$ cat src/design/skf_pkg.sv
`timescale 1ns / 1ps

package skf_pkg;

    localparam int ALPHABET_SIZE = 26;
    localparam int LETTER_W      = 5;
    localparam logic [LETTER_W-1:0] LAST_LETTER = LETTER_W'(ALPHABET_SIZE - 1);

    // Commands from the controller to the datapath
    typedef struct packed {
        logic count_en;
        logic load_ref;
        logic cmp_step;
        logic clear_counts;
        logic emit_load;
    } skf_cmd_t;

    // Status from the datapath to the controller
    typedef struct packed {
        logic m_last;
        logic l_last;
        logic p_last;
        logic out_free;
    } skf_sts_t;

    // Rank position that the English frequency order assigns to a plaintext letter
    function automatic logic [LETTER_W-1:0] rank_of_plain(input logic [LETTER_W-1:0] p);
        logic [LETTER_W-1:0] r;
        case (p)
            5'd0:    r = 5'd3;
            5'd1:    r = 5'd19;
            5'd2:    r = 5'd11;
            5'd3:    r = 5'd9;
            5'd4:    r = 5'd0;
            5'd5:    r = 5'd15;
            5'd6:    r = 5'd17;
            5'd7:    r = 5'd8;
            5'd8:    r = 5'd5;
            5'd9:    r = 5'd24;
            5'd10:   r = 5'd21;
            5'd11:   r = 5'd10;
            5'd12:   r = 5'd14;
            5'd13:   r = 5'd4;
            5'd14:   r = 5'd2;
            5'd15:   r = 5'd18;
            5'd16:   r = 5'd23;
            5'd17:   r = 5'd6;
            5'd18:   r = 5'd7;
            5'd19:   r = 5'd1;
            5'd20:   r = 5'd13;
            5'd21:   r = 5'd20;
            5'd22:   r = 5'd12;
            5'd23:   r = 5'd22;
            5'd24:   r = 5'd16;
            5'd25:   r = 5'd25;
            default: r = 5'd0;
        endcase
        return r;
    endfunction

endpackage

$ cat src/design/substitution_key_from_letter_frequency_top.sv
`timescale 1ns / 1ps

// Substitution key guess by ciphertext letter frequency.
// Input stream: one ciphertext letter per beat in s_tdata[4:0] (0 = A .. 25 = Z),
// s_tlast on the final letter of a message. Letters 26..31 are ignored but a
// tlast on them still closes the message. Letters are taken one per cycle while s_tready is high.
// Each letter count saturates at 2^COUNT_BITS - 1.
// After the tlast beat the block ranks the 26 letters, highest count first,
// lower letter first on a tie; the ranking visits every pair of letters over
// one shared histogram read port. Then 26 key beats follow at one per cycle
// while m_tready is high, plain letters 0..25 in order, m_tlast on letter 25.
// s_tready is low from the tlast beat until the last key beat is loaded into
// the output register; the next message may start while that beat waits.
// A stalled receiver holds the current key beat and stops the key sequence.
// Reset (aresetn low, synchronous) clears the histogram and the control state;
// counts are also cleared at the end of every ranking.
module substitution_key_from_letter_frequency_top #(
    parameter int COUNT_BITS = 16
) (
    input  logic        aclk,
    input  logic        aresetn,
    input  logic        s_tvalid,
    output logic        s_tready,
    input  logic [7:0]  s_tdata,   // [4:0] cipher_letter_in, [7:5] zero
    input  logic        s_tlast,   // message_end
    output logic        m_tvalid,
    input  logic        m_tready,
    output logic [15:0] m_tdata,   // [4:0] plain_letter, [9:5] mapped_cipher_letter, [15:10] zero
    output logic        m_tlast    // key_last
);

    skf_pkg::skf_cmd_t cmd;
    skf_pkg::skf_sts_t sts;

    logic [skf_pkg::LETTER_W-1:0] plain_letter;
    logic [skf_pkg::LETTER_W-1:0] mapped_letter;

    skf_ctrl u_ctrl (
        .aclk     (aclk),
        .aresetn  (aresetn),
        .s_tvalid (s_tvalid),
        .s_tlast  (s_tlast),
        .s_tready (s_tready),
        .sts      (sts),
        .cmd      (cmd)
    );

    skf_datapath #(
        .COUNT_BITS (COUNT_BITS)
    ) u_datapath (
        .aclk          (aclk),
        .aresetn       (aresetn),
        .cmd           (cmd),
        .sts           (sts),
        .letter_in     (s_tdata[4:0]),
        .m_tready      (m_tready),
        .m_tvalid      (m_tvalid),
        .plain_letter  (plain_letter),
        .mapped_letter (mapped_letter),
        .key_last      (m_tlast)
    );

    assign m_tdata = {6'd0, mapped_letter, plain_letter};

    // Last key beat always carries plain letter Z
    assert property (@(posedge aclk) disable iff (!aresetn)
        (m_tvalid && m_tlast) |-> (m_tdata[4:0] == skf_pkg::LAST_LETTER))
        else $error("key_last on a plain letter other than Z");

    // Key beats follow each other without gaps
    assert property (@(posedge aclk) disable iff (!aresetn)
        (m_tvalid && m_tready && !m_tlast) |=> m_tvalid)
        else $error("gap inside the key sequence");

    // Plain letters advance by one per key beat
    assert property (@(posedge aclk) disable iff (!aresetn)
        (m_tvalid && m_tready && !m_tlast) |=>
        (m_tdata[4:0] == 5'($past(m_tdata[4:0]) + 5'd1)))
        else $error("plain letter sequence broken");

    // Input closes while the ranking runs
    assert property (@(posedge aclk) disable iff (!aresetn)
        (s_tvalid && s_tready && s_tlast) |=> !s_tready)
        else $error("input accepted right after message end");

endmodule

$ cat src/design/skf_ctrl.sv
`timescale 1ns / 1ps

module skf_ctrl (
    input  logic              aclk,
    input  logic              aresetn,
    input  logic              s_tvalid,
    input  logic              s_tlast,
    output logic              s_tready,
    input  skf_pkg::skf_sts_t sts,
    output skf_pkg::skf_cmd_t cmd
);

    localparam logic [1:0] ST_COUNT = 2'd0;
    localparam logic [1:0] ST_LOAD  = 2'd1;
    localparam logic [1:0] ST_CMP   = 2'd2;
    localparam logic [1:0] ST_EMIT  = 2'd3;

    logic [1:0] state_reg;
    logic [1:0] state_next;

    always_comb begin
        state_next = state_reg;
        cmd        = '0;
        s_tready   = 1'b0;
        case (state_reg)
            ST_COUNT: begin
                s_tready     = 1'b1;
                cmd.count_en = s_tvalid;
                if (s_tvalid && s_tlast) begin
                    state_next = ST_LOAD;
                end
            end
            ST_LOAD: begin
                cmd.load_ref = 1'b1;
                state_next   = ST_CMP;
            end
            ST_CMP: begin
                cmd.cmp_step = 1'b1;
                if (sts.m_last) begin
                    if (sts.l_last) begin
                        cmd.clear_counts = 1'b1;
                        state_next       = ST_EMIT;
                    end else begin
                        state_next = ST_LOAD;
                    end
                end
            end
            ST_EMIT: begin
                if (sts.out_free) begin
                    cmd.emit_load = 1'b1;
                    if (sts.p_last) begin
                        state_next = ST_COUNT;
                    end
                end
            end
            default: begin
                state_next = ST_COUNT;
            end
        endcase
    end

    always_ff @(posedge aclk) begin
        if (!aresetn) begin
            state_reg <= ST_COUNT;
        end else begin
            state_reg <= state_next;
        end
    end

endmodule

$ cat src/design/skf_datapath.sv
`timescale 1ns / 1ps

module skf_datapath #(
    parameter int COUNT_BITS = 16
) (
    input  logic                           aclk,
    input  logic                           aresetn,
    input  skf_pkg::skf_cmd_t              cmd,
    output skf_pkg::skf_sts_t              sts,
    input  logic [skf_pkg::LETTER_W-1:0]   letter_in,
    input  logic                           m_tready,
    output logic                           m_tvalid,
    output logic [skf_pkg::LETTER_W-1:0]   plain_letter,
    output logic [skf_pkg::LETTER_W-1:0]   mapped_letter,
    output logic                           key_last
);

    localparam int LW = skf_pkg::LETTER_W;
    localparam int AS = skf_pkg::ALPHABET_SIZE;

    logic [COUNT_BITS-1:0] counts_reg [AS];
    logic [LW-1:0]         rank_reg   [AS];

    logic [COUNT_BITS-1:0] ref_reg;
    logic [LW-1:0]         l_reg;
    logic [LW-1:0]         m_reg;
    logic [LW-1:0]         pos_reg;
    logic [LW-1:0]         p_reg;
    logic                  valid_reg;
    logic [LW-1:0]         plain_reg;
    logic [LW-1:0]         mapped_reg;
    logic                  last_reg;

    logic [LW-1:0]         rd_addr;
    logic [COUNT_BITS-1:0] rd_data;
    logic                  ahead;
    logic [LW-1:0]         pos_next;

    // One read port into the histogram, shared by counting and ranking
    always_comb begin
        if (cmd.count_en) begin
            rd_addr = letter_in;
        end else if (cmd.load_ref) begin
            rd_addr = l_reg;
        end else begin
            rd_addr = m_reg;
        end
        rd_data = (rd_addr <= skf_pkg::LAST_LETTER) ? counts_reg[rd_addr] : '0;
    end

    // Letter m ranks ahead of letter l on a higher count, or a tie with a lower index
    assign ahead    = (rd_data > ref_reg) || ((rd_data == ref_reg) && (m_reg < l_reg));
    assign pos_next = pos_reg + {{(LW-1){1'b0}}, ahead};

    assign sts.m_last   = (m_reg == skf_pkg::LAST_LETTER);
    assign sts.l_last   = (l_reg == skf_pkg::LAST_LETTER);
    assign sts.p_last   = (p_reg == skf_pkg::LAST_LETTER);
    assign sts.out_free = !valid_reg || m_tready;

    always_ff @(posedge aclk) begin
        if (!aresetn) begin
            for (int i = 0; i < AS; i++) begin
                counts_reg[i] <= '0;
            end
        end else if (cmd.clear_counts) begin
            for (int i = 0; i < AS; i++) begin
                counts_reg[i] <= '0;
            end
        end else if (cmd.count_en && (letter_in <= skf_pkg::LAST_LETTER) && (rd_data != '1)) begin
            counts_reg[letter_in] <= rd_data + 1'b1;
        end
    end

    always_ff @(posedge aclk) begin
        if (!aresetn) begin
            l_reg     <= '0;
            m_reg     <= '0;
            pos_reg   <= '0;
            p_reg     <= '0;
            valid_reg <= 1'b0;
        end else begin
            if (cmd.load_ref) begin
                m_reg   <= '0;
                pos_reg <= '0;
            end else if (cmd.cmp_step) begin
                m_reg   <= m_reg + 1'b1;
                pos_reg <= pos_next;
                if (sts.m_last) begin
                    l_reg <= sts.l_last ? '0 : l_reg + 1'b1;
                end
            end
            if (cmd.emit_load) begin
                p_reg     <= sts.p_last ? '0 : p_reg + 1'b1;
                valid_reg <= 1'b1;
            end else if (m_tready) begin
                valid_reg <= 1'b0;
            end
        end
    end

    always_ff @(posedge aclk) begin
        if (cmd.load_ref) begin
            ref_reg <= rd_data;
        end
        if (cmd.cmp_step && sts.m_last) begin
            rank_reg[pos_next] <= l_reg;
        end
        if (cmd.emit_load) begin
            plain_reg  <= p_reg;
            mapped_reg <= rank_reg[skf_pkg::rank_of_plain(p_reg)];
            last_reg   <= sts.p_last;
        end
    end

    assign m_tvalid      = valid_reg;
    assign plain_letter  = plain_reg;
    assign mapped_letter = mapped_reg;
    assign key_last      = last_reg;

endmodule
$ cat config.mk
export PLATFORM = sky130hd
export DESIGN_NAME = substitution_key_from_letter_frequency_top
export DESIGN_NICKNAME = d
export VERILOG_FILES = /design/src/design/skf_pkg.sv /design/src/design/substitution_key_from_letter_frequency_top.sv /design/src/design/skf_ctrl.sv /design/src/design/skf_datapath.sv
export SDC_FILE = /design/constraint.sdc
export NUM_CORES = 1
export LEC_CHECK = 0
export ABC_AREA = 1
export CORE_AREA = 2 2 233 235
export DETAILED_ROUTE_END_ITERATION = 8
export DIE_AREA = 0 0 235 237
export DONT_BUFFER_PORTS = 1
export PLACE_DENSITY_LB_ADDON = 0.25
export SLEW_MARGIN = 20
export SYNTH_ARGS = -nofsm -noshare
export SYNTH_HDL_FRONTEND = slang
export SYNTH_HIERARCHICAL = 1
export SYNTH_SLANG_ARGS = --single-unit
$ cat constraint.sdc
create_clock -name aclk -period 10.65 [get_ports aclk]
set_input_delay 0 -clock aclk [delete_from_list [all_inputs] [get_ports aclk]]
set_output_delay 0 -clock aclk [all_outputs]
set_load 0.02 [all_outputs]
==> impl_metrics.ini <==
[yosys]
synth_ff_type = edfxtp_1
syn_inst = 2993
avgSynthCellArea_um2 = 9.71
async_flop_share = 0
synth_seq_area_share = 0.612
yosys_warnings = 6
synth-seq-cells = 601
syn-cell-area_um2 = 29100
synth_cell_types = 52
synth_edf_count = 573

[routing]
via_count = 20900
vias_per_cell = 5.70
drt_iter0_drc = 2198
wl_per_cell_um = 20.1
drc_errors = 0
antenna_left = 0
wirelength_um = 73700
drtPass1Iterations = 5

[timing]
slew-limit-headroom = 0.185
setup_tns_ps = 0
worst_slack_ps = 3360
finClkSkew_ps = 19.1
hold_viol_final = 0
rsz0062_at_grt = no
timing.fmax_mhz = 137
finalMaxSlewViolations = 0
finalSetupViolations = 0
tightest_slew_ps = 1210
post-route-min-period_ps = 7290
period_share = 0.685

[global_routing]
overflow = 0
grt_pass1_vias = 19800
grt_max_degree = 110
grt_pass1_wl_um = 113000
grt_usage = 0.263
antenna_found_initial = 0

[floorplanning]
initial_core_util = 0.545
fp-row-count = 85
die_h_um = 237
boundaryPins = 32
die_area_um2 = 55700
die_w_um = 235
coreArea_um2 = 53300

[hold_path]
hold_depth = 4
hold_start = s_tdata[3]
min_to = u_datapath/counts_reg[3][7]$_SDFFCE_PN0P_
worstHoldPathType = in2reg

[setup_path]
end_kind = register
setup.worst_path.start_class = register
critical_path_arrival_ps = 7550
regToRegStartpoint = u_ctrl/state_reg[0]$_SDFFE_PN0P_
cp_max_fo = 103
r2r_slack_ps = 3360
r2r_cells = 25
r2r-end = u_datapath/counts_reg[10][6]$_SDFFCE_PN0P_
crit_required_ps = 10910
crit_type = reg2reg

[placement]
hpwlAfterDp_um = 45000
dp_cells = 3548
preCtsSetupSlack_ps = 3440
portBuffers = 0
gp_congestion = 0.899
placed_area_um2 = 29200

[power_and_ir_drop]
power.leakage_nw = 12.5
p_per_area_nw_per_um2 = 215
vdd_drop_max_uv = 205

[finish]
largest_reg_flops = 416
drive_gt1_frac = 0.0793
n_fill_cell = 4481
antenna_cells = 0
nets = 2974
stdcell_count = 3672
area_growth_pct = 7.20
layout.cell_area.non_filler_um2 = 31100

[clock_tree]
worstSkewPairLatency_ps = 640
cts_sinks = 601
clk_path_buf_depth = 3
tritoncts = done
cts_max_level = 2
ctsResizeCount = 0
cts_buffers = 60
clkTransAtPathRegs_ps = 60
cts_root_buf = clkbuf_16

[status]
status = finished clean

[job]
drv_cap = 0
==> cells in the mapped netlist, types with 5 or more instances <==
library cell / n / share of area
o21ai_0: 125 / 0.022
inv_2: 13 / 0.0017
clkbuf_1: 49 / 0.0063
nor3_1: 16 / 0.0028
buf_2: 74 / 0.013
nor2_2: 47 / 0.010
buf_4: 20 / 0.0052
o221ai_1: 20 / 0.0060
o21ai_1: 14 / 0.0024
o211ai_1: 17 / 0.0044
nand3_1: 255 / 0.044
nand3b_1: 21 / 0.0054
clkinv_1: 8 / 0.0010
xor2_1: 14 / 0.0042
edfxtp_1: 573 / 0.59
buf_6: 24 / 0.0093
nand2_2: 12 / 0.0026
dfxtp_1: 28 / 0.019
inv_1: 351 / 0.045
a21oi_1: 75 / 0.013
ha_1: 32 / 0.014
nor2_1: 609 / 0.079
buf_1: 5 / 0.00065
nand4_1: 15 / 0.0032
nand2_1: 489 / 0.063
o22ai_1: 12 / 0.0026
a31oi_1: 7 / 0.0015
nand3_4: 16 / 0.0096
nand3_2: 12 / 0.0041
==> report_power, final <==
part	leakage [nW]	switching (mW)	internal, mW
Clock	0.899	0.890	1.10
Combinational	5.68	1.61	0.394
Sequential	5.88	0.0309	2.67
==> how the worst max path moves through the flow <==
| stage | end | slack [ps] | depth (start not counted) | start |
|---|---|---|---|---|
| 3_3_place_gp | u_datapath/counts_reg[11][14]$_SDFFCE_PN0P_ | 3570 | 25 | u_ctrl/state_reg[0]$_SDFFE_PN0P_ |
| 3_5_place_dp | u_datapath/counts_reg[10][6]$_SDFFCE_PN0P_ | 3440 | 25 | u_ctrl/state_reg[0]$_SDFFE_PN0P_ |
| 6_report | u_datapath/counts_reg[10][6]$_SDFFCE_PN0P_ | 3360 | 25 | u_ctrl/state_reg[0]$_SDFFE_PN0P_ |
| 2_1_floorplan | u_datapath/counts_reg[10][0]$_SDFFCE_PN0P_ | 5610 | 27 | u_ctrl/state_reg[0]$_SDFFE_PN0P_ |
| 4_1_cts | u_datapath/counts_reg[10][6]$_SDFFCE_PN0P_ | 3420 | 25 | u_ctrl/state_reg[0]$_SDFFE_PN0P_ |
| 5_1_grt | u_datapath/counts_reg[10][9]$_SDFFCE_PN0P_ | 2770 | 25 | u_ctrl/state_reg[0]$_SDFFE_PN0P_ |
==> worst max-delay path: stages, from the launching register on <==
cell     delay (ps)
dfxtp_1         450
inv_2            90
nor2_2           80
buf_4           330
inv_4            70
nand2_2          90
nand3_4         340
nand2_8         690
buf_4           670
nand2_1         110
nand3_1         120
nand3_1         150
nand4_1         150
nand3_1         120
nand2_1         160
inv_2           290
ha_1            340
inv_1           100
nor2_1           80
nand2_1         100
nor2_1           80
nand2_1          90
nand3_2         110
nor2_8          640
nand3_2         610
nand2_1         760
==> cells in the final DEF (no fill, tap or decap), types with 3 or more instances in the layout <==
cell / instances
clkbuf_1: 15
nor2_1: 607
nand3b_1: 21
nand2_2: 11
nor3_1: 16
inv_1: 351
o21ai_1: 13
conb_1: 6
a21oi_1: 75
o22ai_1: 12
clkinv_2: 15
o221ai_1: 20
o21ai_0: 125
a31oi_1: 7
dlygate4sd3_1: 15
nand3_2: 12
o211ai_1: 17
nand2_4: 4
edfxtp_1: 573
a211oi_1: 3
nor2_2: 49
nand2_1: 489
nand3_4: 16
clkinv_1: 18
inv_2: 13
buf_4: 28
nand3_1: 255
xor2_1: 14
or2_2: 4
clkbuf_16: 60
clkbuf_8: 3
dfxtp_1: 26
nand4_1: 15
or2_1: 4
ha_1: 32
==> area by class of cell <==
type                    instances  area [um2]  area share
clock buffers                  78        1600      0.0513
clock inverters                31         228     0.00731
inverters                     375        1410      0.0454
multi-input cells            1847        8880       0.285
flip-flops and latches        601       17800       0.571
well taps                     696         871      0.0280
repair buffers                 44         380      0.0122
==> cell families after synthesis <==
group,count (synthesis),synth area share
adder cells (fa/ha/maj),32,0.0138
AND/OR/NAND/NOR,1511,0.229
buffers and inverters,550,0.0849
AO/OA/AOI/OAI,281,0.0546
flip-flops,601,0.612
XOR/XNOR,17,0.00564
other,1,0.000129
==> routing by layer <==
metal	track usage	wire length, um	part of all wire
met1	0.347	29100	0.39
met2	0.433	35400	0.48
met3	0.0388	5870	0.080
met4	0.119	3380	0.046
met5	0	0	0
==> repair_timing <==
action	4_1_cts	5_1_grt
hold buffers	15	0
setup buffers	0	0
endpoints found under the hold margin	131	0
==> per-stage QoR <==
stage          utilization  total power, mW  hold WS, ps
2_1_floorplan            -             4.04          120
4_1_cts              0.584             6.69         4.83
6_report             0.584             6.70         33.7
3_5_place_dp         0.547             4.70          131
3_3_place_gp         0.547             4.66          127
5_1_grt              0.584             6.97         30.3
Note: power is estimated with default switching activity, not from simulation.
